[config.mk]
export PLATFORM = sky130hd
export DESIGN_NAME = one_bit_branch_predictor_flat
export DESIGN_NICKNAME = d
export VERILOG_FILES = /design/src/sv/obbp_pkg.sv /design/src/sv/obbp_ifs.sv /design/src/sv/one_bit_branch_predictor.sv /design/src/sv/obbp_ram.sv /design/src/sv/obbp_ctrl.sv /design/src/sv/obbp_dp.sv /design/src/flat_wrapper.sv
export SDC_FILE = /design/constraint.sdc
export NUM_CORES = 2
export LEC_CHECK = 0
export BUFFER_PORTS_ARGS = -buffer_cell sky130_fd_sc_hd__buf_4
export CAP_MARGIN = 25
export CORE_ASPECT_RATIO = 0.9
export CORE_MARGIN = 10
export CORE_UTILIZATION = 33
export DETAILED_ROUTE_END_ITERATION = 12
export GPL_TIMING_DRIVEN = 1
export SLEW_MARGIN = 20
export SYNTH_ARGS = -nofsm -noshare
export SYNTH_HDL_FRONTEND = slang
export SYNTH_HIERARCHICAL = 1
export SYNTH_SLANG_ARGS = --single-unit
[constraint.sdc]
create_clock -name clk -period 34.9 [get_ports clk]
set_clock_uncertainty 0.15 [all_clocks]
set_input_delay 10.47 -clock clk [delete_from_list [all_inputs] [get_ports clk]]
set_output_delay 10.47 -clock clk [all_outputs]
set_load 0.005 [all_outputs]
[src/sv/obbp_pkg.sv]
// obbp_pkg: shared types, constants and helpers of the one-bit branch predictor.
// No dependencies; compile first.
`timescale 1ns / 1ps

package obbp_pkg;

	localparam int TABLE_DEPTH_DEF = 1024;
	localparam int ADDR_W          = 64;
	localparam int CNT_W           = 32;
	localparam int FOLD_W          = 15;   // index_bits tops out at 15
	localparam int RECIP_SHIFT     = 16;
	localparam int DATA_W          = 32;
	localparam int PADDR_W         = 3;

	localparam logic [3:0] INDEX_BITS_RST = 4'd10;
	localparam logic [5:0] FOLD_SHIFT_RST = 6'd12;

	typedef enum logic {
		REG_INDEX_BITS = 1'b0,
		REG_FOLD_SHIFT = 1'b1
	} reg_t;

	typedef enum logic [1:0] {
		REQ_PREDICT     = 2'd0,
		REQ_UPDATE      = 2'd1,
		REQ_CLEAR_STATS = 2'd2,
		REQ_CLEAR_ALL   = 2'd3
	} req_t;

	// controller -> datapath
	typedef struct packed {
		logic capture;  // latch request, fold and mask address
		logic divide;   // reciprocal multiply for the depth reduction
		logic lookup;   // finish reduction, issue table read
		logic commit;   // update counters/table, load result word
		logic sweep;    // write one zero entry of the table
	} cmd_t;

	// datapath -> controller
	typedef struct packed {
		logic clear_all;
		logic sweep_last;
	} sts_t;

	function automatic logic [CNT_W-1:0] sat_inc(input logic [CNT_W-1:0] v);
		return (v == '1) ? v : v + CNT_W'(1);
	endfunction

endpackage

[src/sv/obbp_ifs.sv]
// obbp_req_if / obbp_rsp_if: valid/ready channels of the branch predictor.
// Depends on obbp_pkg.
`timescale 1ns / 1ps

interface obbp_req_if;
	import obbp_pkg::*;
	logic              valid;
	logic              ready;
	logic [1:0]        req_type;
	logic [ADDR_W-1:0] branch_address;
	logic              actual_taken;

	modport source(output valid, req_type, branch_address, actual_taken, input ready);
	modport sink(input valid, req_type, branch_address, actual_taken, output ready);
endinterface

interface obbp_rsp_if;
	import obbp_pkg::*;
	logic             valid;
	logic             ready;
	logic             predicted_taken;
	logic [CNT_W-1:0] total_count;
	logic [CNT_W-1:0] taken_count;
	logic [CNT_W-1:0] correct_count;
	logic [CNT_W-1:0] correct_taken_count;
	logic [CNT_W-1:0] correct_not_taken_count;

	modport source(output valid, predicted_taken, total_count, taken_count, correct_count,
		correct_taken_count, correct_not_taken_count, input ready);
	modport sink(input valid, predicted_taken, total_count, taken_count, correct_count,
		correct_taken_count, correct_not_taken_count, output ready);
endinterface

[src/sv/one_bit_branch_predictor.sv]
// one_bit_branch_predictor: top level, APB register file, FSM, datapath and table RAM.
// Depends on obbp_pkg, obbp_ifs, obbp_ram, obbp_ctrl, obbp_dp.
`timescale 1ns / 1ps

// Channel  Dir  Handshake      Word
// req      in   valid/ready    req_type, branch_address, actual_taken
// rsp      out  valid/ready    predicted_taken + five 32-bit statistics counters
// apb      in   psel/penable   index_bits (0x0), fold_shift (0x4)
//
// A request runs through capture and hash, reciprocal multiply, modulo fix-up with
// table read, and commit. The result is valid after the commit edge. The modulo by
// TABLE_DEPTH and the registered table read set these steps; one word is in flight
// at a time. Clear-all adds a sweep of the whole table, one table entry per cycle.
// After reset the same sweep runs before the first request is taken.
// A stalled rsp word holds; a new request is still taken and waits in commit.

module one_bit_branch_predictor #(
	parameter int TABLE_DEPTH = obbp_pkg::TABLE_DEPTH_DEF
) (
	input  logic                           clk,
	input  logic                           arst_n,
	obbp_req_if.sink                       req,
	obbp_rsp_if.source                     rsp,
	input  logic                           psel,
	input  logic                           penable,
	input  logic                           pwrite,
	input  logic [obbp_pkg::PADDR_W-1:0]   paddr,
	input  logic [obbp_pkg::DATA_W-1:0]    pwdata,
	output logic [obbp_pkg::DATA_W-1:0]    prdata,
	output logic                           pready
);
	import obbp_pkg::*;

	localparam int IW = (TABLE_DEPTH > 1) ? $clog2(TABLE_DEPTH) : 1;

	logic [3:0] index_bits_q;
	logic [5:0] fold_shift_q;
	logic       cfg_wr;
	reg_t       cfg_sel;

	cmd_t cmd;
	sts_t sts;

	logic          ram_we, ram_re, ram_wdata, ram_rdata;
	logic [IW-1:0] ram_waddr, ram_raddr;

	// ---- configuration registers ----
	assign pready  = 1'b1;
	assign cfg_sel = reg_t'(paddr[2]);
	assign cfg_wr  = psel && penable && pwrite;

	always_ff @(posedge clk or negedge arst_n) begin
		if (!arst_n) begin
			index_bits_q <= INDEX_BITS_RST;
			fold_shift_q <= FOLD_SHIFT_RST;
		end else if (cfg_wr) begin
			case (cfg_sel)
				REG_INDEX_BITS: index_bits_q <= pwdata[3:0];
				REG_FOLD_SHIFT: fold_shift_q <= pwdata[5:0];
				default: begin
				end
			endcase
		end
	end

	always_comb begin
		case (cfg_sel)
			REG_INDEX_BITS: prdata = DATA_W'(index_bits_q);
			REG_FOLD_SHIFT: prdata = DATA_W'(fold_shift_q);
			default:        prdata = '0;
		endcase
	end

	// ---- sequencer ----
	obbp_ctrl u_ctrl (
		.clk       (clk),
		.arst_n    (arst_n),
		.in_valid  (req.valid),
		.in_ready  (req.ready),
		.out_valid (rsp.valid),
		.out_ready (rsp.ready),
		.cmd       (cmd),
		.sts       (sts)
	);

	// ---- datapath ----
	obbp_dp #(.TABLE_DEPTH(TABLE_DEPTH)) u_dp (
		.clk                     (clk),
		.arst_n                  (arst_n),
		.cmd                     (cmd),
		.sts                     (sts),
		.req_type                (req.req_type),
		.branch_address          (req.branch_address),
		.actual_taken            (req.actual_taken),
		.index_bits              (index_bits_q),
		.fold_shift              (fold_shift_q),
		.ram_we                  (ram_we),
		.ram_waddr               (ram_waddr),
		.ram_wdata               (ram_wdata),
		.ram_re                  (ram_re),
		.ram_raddr               (ram_raddr),
		.ram_rdata               (ram_rdata),
		.predicted_taken         (rsp.predicted_taken),
		.total_count             (rsp.total_count),
		.taken_count             (rsp.taken_count),
		.correct_count           (rsp.correct_count),
		.correct_taken_count     (rsp.correct_taken_count),
		.correct_not_taken_count (rsp.correct_not_taken_count)
	);

	// ---- direction table ----
	obbp_ram #(.WIDTH(1), .DEPTH(TABLE_DEPTH)) u_table (
		.clk   (clk),
		.we    (ram_we),
		.waddr (ram_waddr),
		.wdata (ram_wdata),
		.re    (ram_re),
		.raddr (ram_raddr),
		.rdata (ram_rdata)
	);

	// ---- checks ----
	// no request is taken while the table is being swept
	a_no_accept_in_sweep: assert property (@(posedge clk) disable iff (!arst_n)
		cmd.sweep |-> !req.ready)
		else $error("request accepted during table sweep");

	// one word in flight: acceptance closes the input for the next cycle
	a_single_in_flight: assert property (@(posedge clk) disable iff (!arst_n)
		(req.valid && req.ready) |=> !req.ready)
		else $error("second request accepted while one is in flight");

	// a new result only appears after a commit
	a_valid_from_commit: assert property (@(posedge clk) disable iff (!arst_n)
		$rose(rsp.valid) |-> $past(cmd.commit))
		else $error("result valid without commit");

	// table reads and writes never collide
	a_no_rw_overlap: assert property (@(posedge clk) disable iff (!arst_n)
		!(ram_we && ram_re))
		else $error("table read and write in the same cycle");

endmodule

[src/sv/obbp_ram.sv]
// obbp_ram: generic single-write, single-read RAM with registered read data.
// No dependencies.
`timescale 1ns / 1ps

module obbp_ram #(
	parameter int WIDTH = 1,
	parameter int DEPTH = 1024,
	localparam int AW   = (DEPTH > 1) ? $clog2(DEPTH) : 1
) (
	input  logic             clk,
	input  logic             we,
	input  logic [AW-1:0]    waddr,
	input  logic [WIDTH-1:0] wdata,
	input  logic             re,
	input  logic [AW-1:0]    raddr,
	output logic [WIDTH-1:0] rdata
);

	logic [WIDTH-1:0] mem_q [DEPTH];

	always_ff @(posedge clk) begin
		if (we) begin
			mem_q[waddr] <= wdata;
		end
		if (re) begin
			rdata <= mem_q[raddr];
		end
	end

endmodule

[src/sv/obbp_ctrl.sv]
// obbp_ctrl: sequencing FSM of the branch predictor (one word in flight).
// Depends on obbp_pkg.
`timescale 1ns / 1ps

module obbp_ctrl (
	input  logic          clk,
	input  logic          arst_n,
	input  logic          in_valid,
	output logic          in_ready,
	output logic          out_valid,
	input  logic          out_ready,
	output obbp_pkg::cmd_t cmd,
	input  obbp_pkg::sts_t sts
);
	import obbp_pkg::*;

	typedef enum logic [4:0] {
		ST_CLEAR  = 5'b00001,
		ST_IDLE   = 5'b00010,
		ST_FOLD   = 5'b00100,
		ST_REDUCE = 5'b01000,
		ST_COMMIT = 5'b10000
	} state_t;

	state_t state_q, state_d;
	logic   out_valid_q;
	logic   out_free;

	assign out_free  = !out_valid_q || out_ready;
	assign in_ready  = (state_q == ST_IDLE);
	assign out_valid = out_valid_q;

	always_comb begin
		state_d = state_q;
		cmd     = '0;
		case (state_q)
			ST_CLEAR: begin
				cmd.sweep = 1'b1;
				if (sts.sweep_last) begin
					state_d = ST_IDLE;
				end
			end
			ST_IDLE: begin
				if (in_valid) begin
					cmd.capture = 1'b1;
					state_d     = ST_FOLD;
				end
			end
			ST_FOLD: begin
				cmd.divide = 1'b1;
				state_d    = ST_REDUCE;
			end
			ST_REDUCE: begin
				cmd.lookup = 1'b1;
				state_d    = ST_COMMIT;
			end
			ST_COMMIT: begin
				// wait for the result register to drain
				if (out_free) begin
					cmd.commit = 1'b1;
					state_d    = sts.clear_all ? ST_CLEAR : ST_IDLE;
				end
			end
			default: begin
				state_d = ST_IDLE;
			end
		endcase
	end

	always_ff @(posedge clk or negedge arst_n) begin
		if (!arst_n) begin
			state_q     <= ST_CLEAR;
			out_valid_q <= 1'b0;
		end else begin
			state_q <= state_d;
			if (cmd.commit) begin
				out_valid_q <= 1'b1;
			end else if (out_ready) begin
				out_valid_q <= 1'b0;
			end
		end
	end

endmodule

[src/sv/obbp_dp.sv]
// obbp_dp: address hash, depth reduction, statistics counters and table access.
// Depends on obbp_pkg; drives the table RAM ports.
`timescale 1ns / 1ps

module obbp_dp #(
	parameter int TABLE_DEPTH = obbp_pkg::TABLE_DEPTH_DEF,
	localparam int IW         = (TABLE_DEPTH > 1) ? $clog2(TABLE_DEPTH) : 1
) (
	input  logic                          clk,
	input  logic                          arst_n,
	input  obbp_pkg::cmd_t                cmd,
	output obbp_pkg::sts_t                sts,
	input  logic [1:0]                    req_type,
	input  logic [obbp_pkg::ADDR_W-1:0]   branch_address,
	input  logic                          actual_taken,
	input  logic [3:0]                    index_bits,
	input  logic [5:0]                    fold_shift,
	output logic                          ram_we,
	output logic [IW-1:0]                 ram_waddr,
	output logic                          ram_wdata,
	output logic                          ram_re,
	output logic [IW-1:0]                 ram_raddr,
	input  logic                          ram_rdata,
	output logic                          predicted_taken,
	output logic [obbp_pkg::CNT_W-1:0]    total_count,
	output logic [obbp_pkg::CNT_W-1:0]    taken_count,
	output logic [obbp_pkg::CNT_W-1:0]    correct_count,
	output logic [obbp_pkg::CNT_W-1:0]    correct_taken_count,
	output logic [obbp_pkg::CNT_W-1:0]    correct_not_taken_count
);
	import obbp_pkg::*;

	localparam int RECIP = (1 << RECIP_SHIFT) / TABLE_DEPTH;
	localparam logic [31:0] DEPTH_32 = 32'(TABLE_DEPTH);

	req_t                  req_q;
	logic                  actual_q;
	logic [FOLD_W-1:0]     masked_q;
	logic [RECIP_SHIFT-1:0] quot_q;
	logic [IW-1:0]         idx_q;
	logic [IW-1:0]         sweep_q;
	logic                  pred_q;
	logic [CNT_W-1:0]      total_q, taken_q, correct_q, corr_tk_q, corr_nt_q;

	logic [ADDR_W-1:0] folded;
	logic [15:0]       mask;
	logic [31:0]       recip_prod;
	logic [31:0]       back_prod, rem_raw, rem_fix;
	logic              is_update;

	// hash: fold the shifted address, keep the index_bits low bits
	assign folded = branch_address ^ (branch_address >> fold_shift);
	assign mask   = (16'd1 << index_bits) - 16'd1;

	// modulo TABLE_DEPTH by reciprocal; estimate is exact or one low
	assign recip_prod = 32'(masked_q) * 32'(RECIP);
	assign back_prod  = 32'(quot_q) * DEPTH_32;
	assign rem_raw    = 32'(masked_q) - back_prod;
	assign rem_fix    = (rem_raw >= DEPTH_32) ? rem_raw - DEPTH_32 : rem_raw;

	assign is_update = (req_q == REQ_UPDATE);

	assign ram_re    = cmd.lookup;
	assign ram_raddr = rem_fix[IW-1:0];
	assign ram_we    = cmd.sweep || (cmd.commit && is_update);
	assign ram_waddr = cmd.sweep ? sweep_q : idx_q;
	assign ram_wdata = cmd.sweep ? 1'b0 : actual_q;

	assign sts.clear_all  = (req_q == REQ_CLEAR_ALL);
	assign sts.sweep_last = (sweep_q == IW'(TABLE_DEPTH - 1));

	always_ff @(posedge clk) begin
		if (cmd.capture) begin
			req_q    <= req_t'(req_type);
			actual_q <= actual_taken;
			masked_q <= folded[FOLD_W-1:0] & mask[FOLD_W-1:0];
		end
		if (cmd.divide) begin
			quot_q <= recip_prod[31 -: RECIP_SHIFT];
		end
		if (cmd.lookup) begin
			idx_q <= rem_fix[IW-1:0];
		end
		if (cmd.commit) begin
			pred_q <= ram_rdata;
		end
	end

	always_ff @(posedge clk or negedge arst_n) begin
		if (!arst_n) begin
			sweep_q   <= '0;
			total_q   <= '0;
			taken_q   <= '0;
			correct_q <= '0;
			corr_tk_q <= '0;
			corr_nt_q <= '0;
		end else begin
			if (cmd.sweep) begin
				sweep_q <= sts.sweep_last ? '0 : sweep_q + IW'(1);
			end
			if (cmd.commit) begin
				case (req_q)
					REQ_UPDATE: begin
						total_q <= sat_inc(total_q);
						if (actual_q) begin
							taken_q <= sat_inc(taken_q);
						end
						if (ram_rdata == actual_q) begin
							correct_q <= sat_inc(correct_q);
						end
						if (actual_q && ram_rdata) begin
							corr_tk_q <= sat_inc(corr_tk_q);
						end
						if (!actual_q && !ram_rdata) begin
							corr_nt_q <= sat_inc(corr_nt_q);
						end
					end
					REQ_CLEAR_STATS, REQ_CLEAR_ALL: begin
						total_q   <= '0;
						taken_q   <= '0;
						correct_q <= '0;
						corr_tk_q <= '0;
						corr_nt_q <= '0;
					end
					default: begin
					end
				endcase
			end
		end
	end

	// counters only move on commit, so they double as the result register
	assign predicted_taken         = pred_q;
	assign total_count             = total_q;
	assign taken_count             = taken_q;
	assign correct_count           = correct_q;
	assign correct_taken_count     = corr_tk_q;
	assign correct_not_taken_count = corr_nt_q;

endmodule

[src/flat_wrapper.sv]
// flat-port wrapper written by rule: the top's interface ports become plain ports
module one_bit_branch_predictor_flat import obbp_pkg::*;
#(
	parameter int TABLE_DEPTH = obbp_pkg::TABLE_DEPTH_DEF
)
  (clk, arst_n, psel, penable, pwrite, paddr, pwdata, prdata, pready, req_valid, req_req_type, req_branch_address, req_actual_taken, req_ready, rsp_valid, rsp_predicted_taken, rsp_total_count, rsp_taken_count, rsp_correct_count, rsp_correct_taken_count, rsp_correct_not_taken_count, rsp_ready);
  obbp_req_if req_i ();
  obbp_rsp_if rsp_i ();
  input  logic clk;
  input  logic arst_n;
  input  logic psel;
  input  logic penable;
  input  logic pwrite;
  input  logic [obbp_pkg::PADDR_W-1:0] paddr;
  input  logic [obbp_pkg::DATA_W-1:0] pwdata;
  output logic [obbp_pkg::DATA_W-1:0] prdata;
  output logic pready;
  input wire logic [$bits(req_i.valid)-1:0] req_valid;
  input wire logic [$bits(req_i.req_type)-1:0] req_req_type;
  input wire logic [$bits(req_i.branch_address)-1:0] req_branch_address;
  input wire logic [$bits(req_i.actual_taken)-1:0] req_actual_taken;
  output wire logic [$bits(req_i.ready)-1:0] req_ready;
  output wire logic [$bits(rsp_i.valid)-1:0] rsp_valid;
  output wire logic [$bits(rsp_i.predicted_taken)-1:0] rsp_predicted_taken;
  output wire logic [$bits(rsp_i.total_count)-1:0] rsp_total_count;
  output wire logic [$bits(rsp_i.taken_count)-1:0] rsp_taken_count;
  output wire logic [$bits(rsp_i.correct_count)-1:0] rsp_correct_count;
  output wire logic [$bits(rsp_i.correct_taken_count)-1:0] rsp_correct_taken_count;
  output wire logic [$bits(rsp_i.correct_not_taken_count)-1:0] rsp_correct_not_taken_count;
  input wire logic [$bits(rsp_i.ready)-1:0] rsp_ready;
  assign req_i.valid = req_valid;
  assign req_i.req_type = req_req_type;
  assign req_i.branch_address = req_branch_address;
  assign req_i.actual_taken = req_actual_taken;
  assign req_ready = req_i.ready;
  assign rsp_valid = rsp_i.valid;
  assign rsp_predicted_taken = rsp_i.predicted_taken;
  assign rsp_total_count = rsp_i.total_count;
  assign rsp_taken_count = rsp_i.taken_count;
  assign rsp_correct_count = rsp_i.correct_count;
  assign rsp_correct_taken_count = rsp_i.correct_taken_count;
  assign rsp_correct_not_taken_count = rsp_i.correct_not_taken_count;
  assign rsp_i.ready = rsp_ready;
  one_bit_branch_predictor #(.TABLE_DEPTH(TABLE_DEPTH)) u_core (.clk(clk), .arst_n(arst_n), .req(req_i), .rsp(rsp_i), .psel(psel), .penable(penable), .pwrite(pwrite), .paddr(paddr), .pwdata(pwdata), .prdata(prdata), .pready(pready));
endmodule
### Word level (Yosys, flattened, before mapping)

Memories as Yosys holds them, arrays and structs flattened. A register that Yosys moved wholly into a read port is not among the register bits.
Index checks and enable logic that the tools add are counted.

| storage, ports and cells | value |
|---|---|
| output and inout port bits | 196 |
| word-level logic and storage cells | 115 |
| bits in writable memories | 1,024 |
| memories | 1 |
| register bits | 220 |

Memory list:

| memory | words | bits a word | rd ports | clocked after Yosys merged registers in | write ports | RTL line | RTL |
|---|---|---|---|---|---|---|---|
| u_core.u_table.mem_q | 1,024 | 1 | 1 | 1 | 1 | obbp_ram.sv:19 | `logic [WIDTH-1:0] mem_q [DEPTH];` |

| operators by class | value |
|---|---|
| bitwise gates (word level) | 3 |
| shifts and indexed selects | 2 |
| $lt $le $gt $ge | 1 |
| equality and inequality tests | 27 |
| reductions and logical operators | 21 |
| muxes and demuxes | 35 |
| add/subtract/negate cells | 9 |

Operators with widths:

| cell | number |
|---|---|
| $pmux W32 S2 | 6 |
| $mux W32 | 9 |
| $add A32 B1 Y32 const B | 5 |
| $eq A32 B32 Y1 const B | 5 |
| $shr A64 B6 Y15 | 1 |
| $ge A32 B11 Y1 const B | 1 |
| $mux W10 | 3 |
| $pmux W5 S5 | 1 |
| $ne A2 B2 Y1 const B | 9 |
| $reduce_and A4 Y1 | 4 |
| $sub A15 B15 Y16 | 1 |
| $and A15 B15 Y15 | 1 |
| $mux W5 | 3 |
| $shl A1 B4 Y15 const A | 1 |
| $sub A15 B1 Y15 const B | 1 |
| $xor A15 B15 Y15 | 1 |
| $mux W1 | 12 |
| $add A10 B1 Y10 const B | 1 |
| $eq A10 B10 Y1 const B | 1 |
| $sub A10 B1 Y10 const B | 1 |
| $ne A2 B1 Y1 const B | 3 |
| $reduce_and A3 Y1 | 2 |
| $eq A5 B1 Y1 const B | 1 |
| $eq A5 B2 Y1 const B | 1 |
| other kinds (14) | 24 |

### Depth between registers and ports, before layout

| depth | value |
|---|---|
| depth in word-level cells | 8 |
| gate-level depth with buffers | 15 |

### Modules after synthesis

Netlist, hierarchy kept.

Modules (own cells, without submodules):

| module | seq. area each (µm²) | area each (µm²) | instances | cells an instance |
|---|---|---|---|---|
| obbp_ram | 30,779.5 | 44,666.6 | 1 | 3,112 |
| obbp_dp | 4,974.8 | 13,549.2 | 1 | 1,352 |
| one_bit_branch_predictor | 255.2 | 694.4 | 1 | 58 |
| obbp_ctrl | 151.4 | 366.6 | 1 | 39 |

### Worst setup path before layout

No wires, ideal clock.

| timing path | value |
|---|---|
| kind | register to register |
| start point | register u_core.u_ctrl.state_q[3] |
| end point | memory u_core.u_table.mem_q[0] (data pin) |
| buffers on the path | 3 |
| setup slack | 5,288 ps |
| period minus slack after synthesis | 29,612 ps |
| stages on the path, launching flop included | 8 |
| setup time | 4,966 ps |
| data arrival time | 24,496 ps |
| cell sequence | dfrtp_1 buf_6 nor3_1 nand3b_1 inv_1 clkbuf_1 clkbuf_1 nor2_1 |

RTL lines:

| element | RTL line | RTL |
|---|---|---|
| from (decl) | obbp_ctrl.sv:25 | `state_t state_q, state_d;` |
| from (signal assigned) | obbp_ctrl.sv:75 | `state_q <= state_d;` |
| to (decl) | obbp_ram.sv:19 |  |

### Final worst setup path

| timing path | value |
|---|---|
| start point | input paddr[2] (netlist name) |
| end point | output prdata[0] (netlist name) |

| on the way | value |
|---|---|
| longest elaborated chain between the ends | 2 |

Ends and longest elaborated chain:

| element | RTL line | RTL |
|---|---|---|
| from (decl) | flat_wrapper.sv:14 | `input logic [obbp_pkg::PADDR_W-1:0] paddr;` |
| $not A1 Y1 (no line) | n/a |  |
| $pmux W32 S2 (*) | one_bit_branch_predictor.sv:67 | `case (cfg_sel)` |
| to (decl) | flat_wrapper.sv:16 | `output logic [obbp_pkg::DATA_W-1:0] prdata;` |

Every way passes the cells marked *; elsewhere a longest branch is shown, timed or not. The select of a mux whose other input is x is not followed.

==> results.toml <==
[status]
status = "finished clean"

[global_routing]
grt_max_degree = 128
grt_antenna_before_repair = 3
grt_pass1_vias = 38300
grt_use_total_pct = 16.4
grt_overflow = 0
grt_pass1_wl_um = 249000

[sta]
timing.final.ws_setup_ps = 13190
drv_slew = 0
hold_viol_final = 0
tns_ps = 0
fmax_ghz = 0.0461
setup_viol = 0
rsz0062_at_grt = "no"
finalCritPeriodShare_pct = 62.2
period_minus_slack_ps = 21710
tightest_slew_ps = 1030
maxSlewHeadroom_pct = 31.6

[final_layout]
final_cells = 7162
fill_cells = 16900
drive_above_1_share_pct = 20.1
nets = 4785
syn_to_final_growth_pct = 14.2

[place]
placed_cells = 6902
dp_hpwl_um = 97700
place_congestion = 0.855
io_buffers = 249
dp_slack_ps = 13190

[cts]
cts.sinks = 1235
htree_levels = 4
cts_root_buf = "clkbuf_16"
cts_resized = 0
cts_buffers = 131
clkTransAtPathRegs_ps = 60
cts_tree = "yes"
holdBufCountCts = 0
clkLatencyLatePin_ps = 770
clock_path_buffers = 3
post_cts_buffers = 0

[synthesis]
synth_cells = 4560
synth_area_um2 = 59300
yosysWarnings = 6
syn_avg_cell_area_um2 = 13.0

[floorplanning]
core-area_um2 = 178000
ios = 305
initial_core_util_pct = 33.2
die_height_um = 422
chipWidth_um = 467
die_area_um2 = 197000
core.rowCount = 147

[detailed_routing]
vias = 39300
drc = 0
wl_per_cell_um = 23.3
firstDrtPassIters = 7
routed_wl_um = 167000
antenna_left = 0
vias_per_cell = 5.49
drt-initial-drc-count = 4426

[pwr]
clock_power_share_pct = 43.5
powerDensity_nw_per_um2 = 46.6
switching_share_pct = 22.2
p_comb_share_pct = 5.9
seq_power_share_pct = 50.7
intPower_w = 0.00246
leakage_nw = 24.5
power_switching_w = 0.000700
ir_worst_vdd_uv = 42.5

[worst_hold_path]
hold_depth = 1
min_path_type = "flop to flop"
hold_path_startpoint = "u_core/u_dp/sweep_q[8]$_DFFE_PN0P_"
hold_end = "u_core/u_dp/sweep_q[8]$_DFFE_PN0P_"

[critical_path]
rr_startpoint = "u_core/u_dp/masked_q[0]$_DFFE_PP_"
reg2regPathDepth = 10
cp-start-kind = "input port"
crit_type = "input port to primary output"
end_kind = "primary output"
worstPathMaxFanout = 8
rrSetupSlack_ps = 29630
cp.arrival_ps = 11090
cp.required_ps = 24280
timing.rr.end = "u_core/u_table/rdata$_DFFE_PP_"

[job]
max_cap_violations = 0
[worst max-delay path by stage]
stage,start,endpoint,slack [ps],cells after the start
5_1_grt,paddr[2],prdata[0],13170,3
4_1_cts,paddr[2],prdata[0],13180,3
3_3_place_gp,paddr[2],prdata[2],13190,3
6_report,paddr[2],prdata[0],13190,3
3_5_place_dp,paddr[2],prdata[0],13190,3
2_1_floorplan,u_core/u_ctrl/state_q[3]$_DFFE_PN0P_,u_core/u_table/mem_q[0]$_DFFE_PP_,5290,7
[area by class of cell]
class / count / area, um2 / share of cell area (%)
multi-input combinational: 2885 / 21200 / 31.3
antenna: 2 / 5.00 / 0.00740
sequential: 1235 / 36200 / 53.4
tap: 2384 / 2980 / 4.41
inverter: 53 / 199 / 0.294
clock inverter: 76 / 693 / 1.02
clock buffer: 166 / 3510 / 5.19
timing repair buffer: 361 / 2950 / 4.36
[worst max-delay path, cell delays in order]
cell and delay (ps):
buf_4 140, mux2_2 340, buf_4 130
[per-stage QoR]
| stage | utilization, % | hold slack (ps) | power, W | instance area [um2] |
|---|---|---|---|---|
| global route | 37.9 | 409 | 0.00325 | 67700 |
| detailed placement | 35.4 | 362 | 0.00181 | 63100 |
| global placement | 35.3 | 356 | 0.00181 | 63000 |
| CTS | 37.7 | 373 | 0.00318 | 67300 |
| finish | 37.9 | 370 | 0.00315 | 67700 |
| floorplan | - | 274 | 0.00176 | 59400 |
[cells in the final DEF, fill, tap and decap left out, drive strengths merged, types with 19 or more instances in the layout]
cell / n
nand4: 59
or4: 27
o221ai: 53
nor4: 28
and2: 20
mux4: 307
a22oi: 20
nand2: 184
nor3: 63
and3: 27
and4: 19
mux2i: 156
clkinv: 60
buf: 357
mux2: 37
nand3: 105
or3: 26
conb: 27
inv: 61
dfrtp: 181
nand2b: 26
nor2: 1182
clkbuf: 170
o22ai: 30
xnor2: 58
xor2: 51
a211oi: 20
edfxtp: 1049
a21oi: 101
o21ai: 64
o31ai: 22
[routing by layer]
| layer | share of wire, % | GRT usage (%) | wire [um] |
|---|---|---|---|
| met2 | 48 | 26.5 | 79600 |
| met4 | 2.4 | 4.91 | 4040 |
| met3 | 8.4 | 2.58 | 14000 |
| met5 | 0 | 0 | 0 |
| met1 | 42 | 22.7 | 69400 |
[registers in the layout, summed over array words and instances, names as in the netlist]
name	cells
u_core/u_dp/predicted_taken	1
u_core/u_dp/idx_q	10
u_core/u_dp/req_q	2
u_core/u_dp/correct_count	32
u_core/u_table/rdata	1
u_core/u_ctrl/state_q	5
u_core/u_dp/sweep_q	10
u_core/index_bits_q	4
u_core/u_dp/taken_count	32
u_core/u_dp/correct_not_taken_count	32
u_core/u_dp/correct_taken_count	32
u_core/u_dp/actual_q	1
u_core/u_dp/total_count	32
u_core/u_ctrl/out_valid	1
u_core/u_table/mem_q	1024
u_core/fold_shift_q	6
u_core/u_dp/masked_q	10
[power by group through the flow]
stage	sequential [W]	clock [W]	combinational, W
floorplan	0.00162	0	0.000147
global placement	0.00163	0	0.000181
detailed placement	0.00163	0	0.000181
CTS	0.00160	0.00140	0.000182
global route	0.00160	0.00146	0.000197
finish	0.00160	0.00137	0.000185
(Power assumes the default switching activity.)
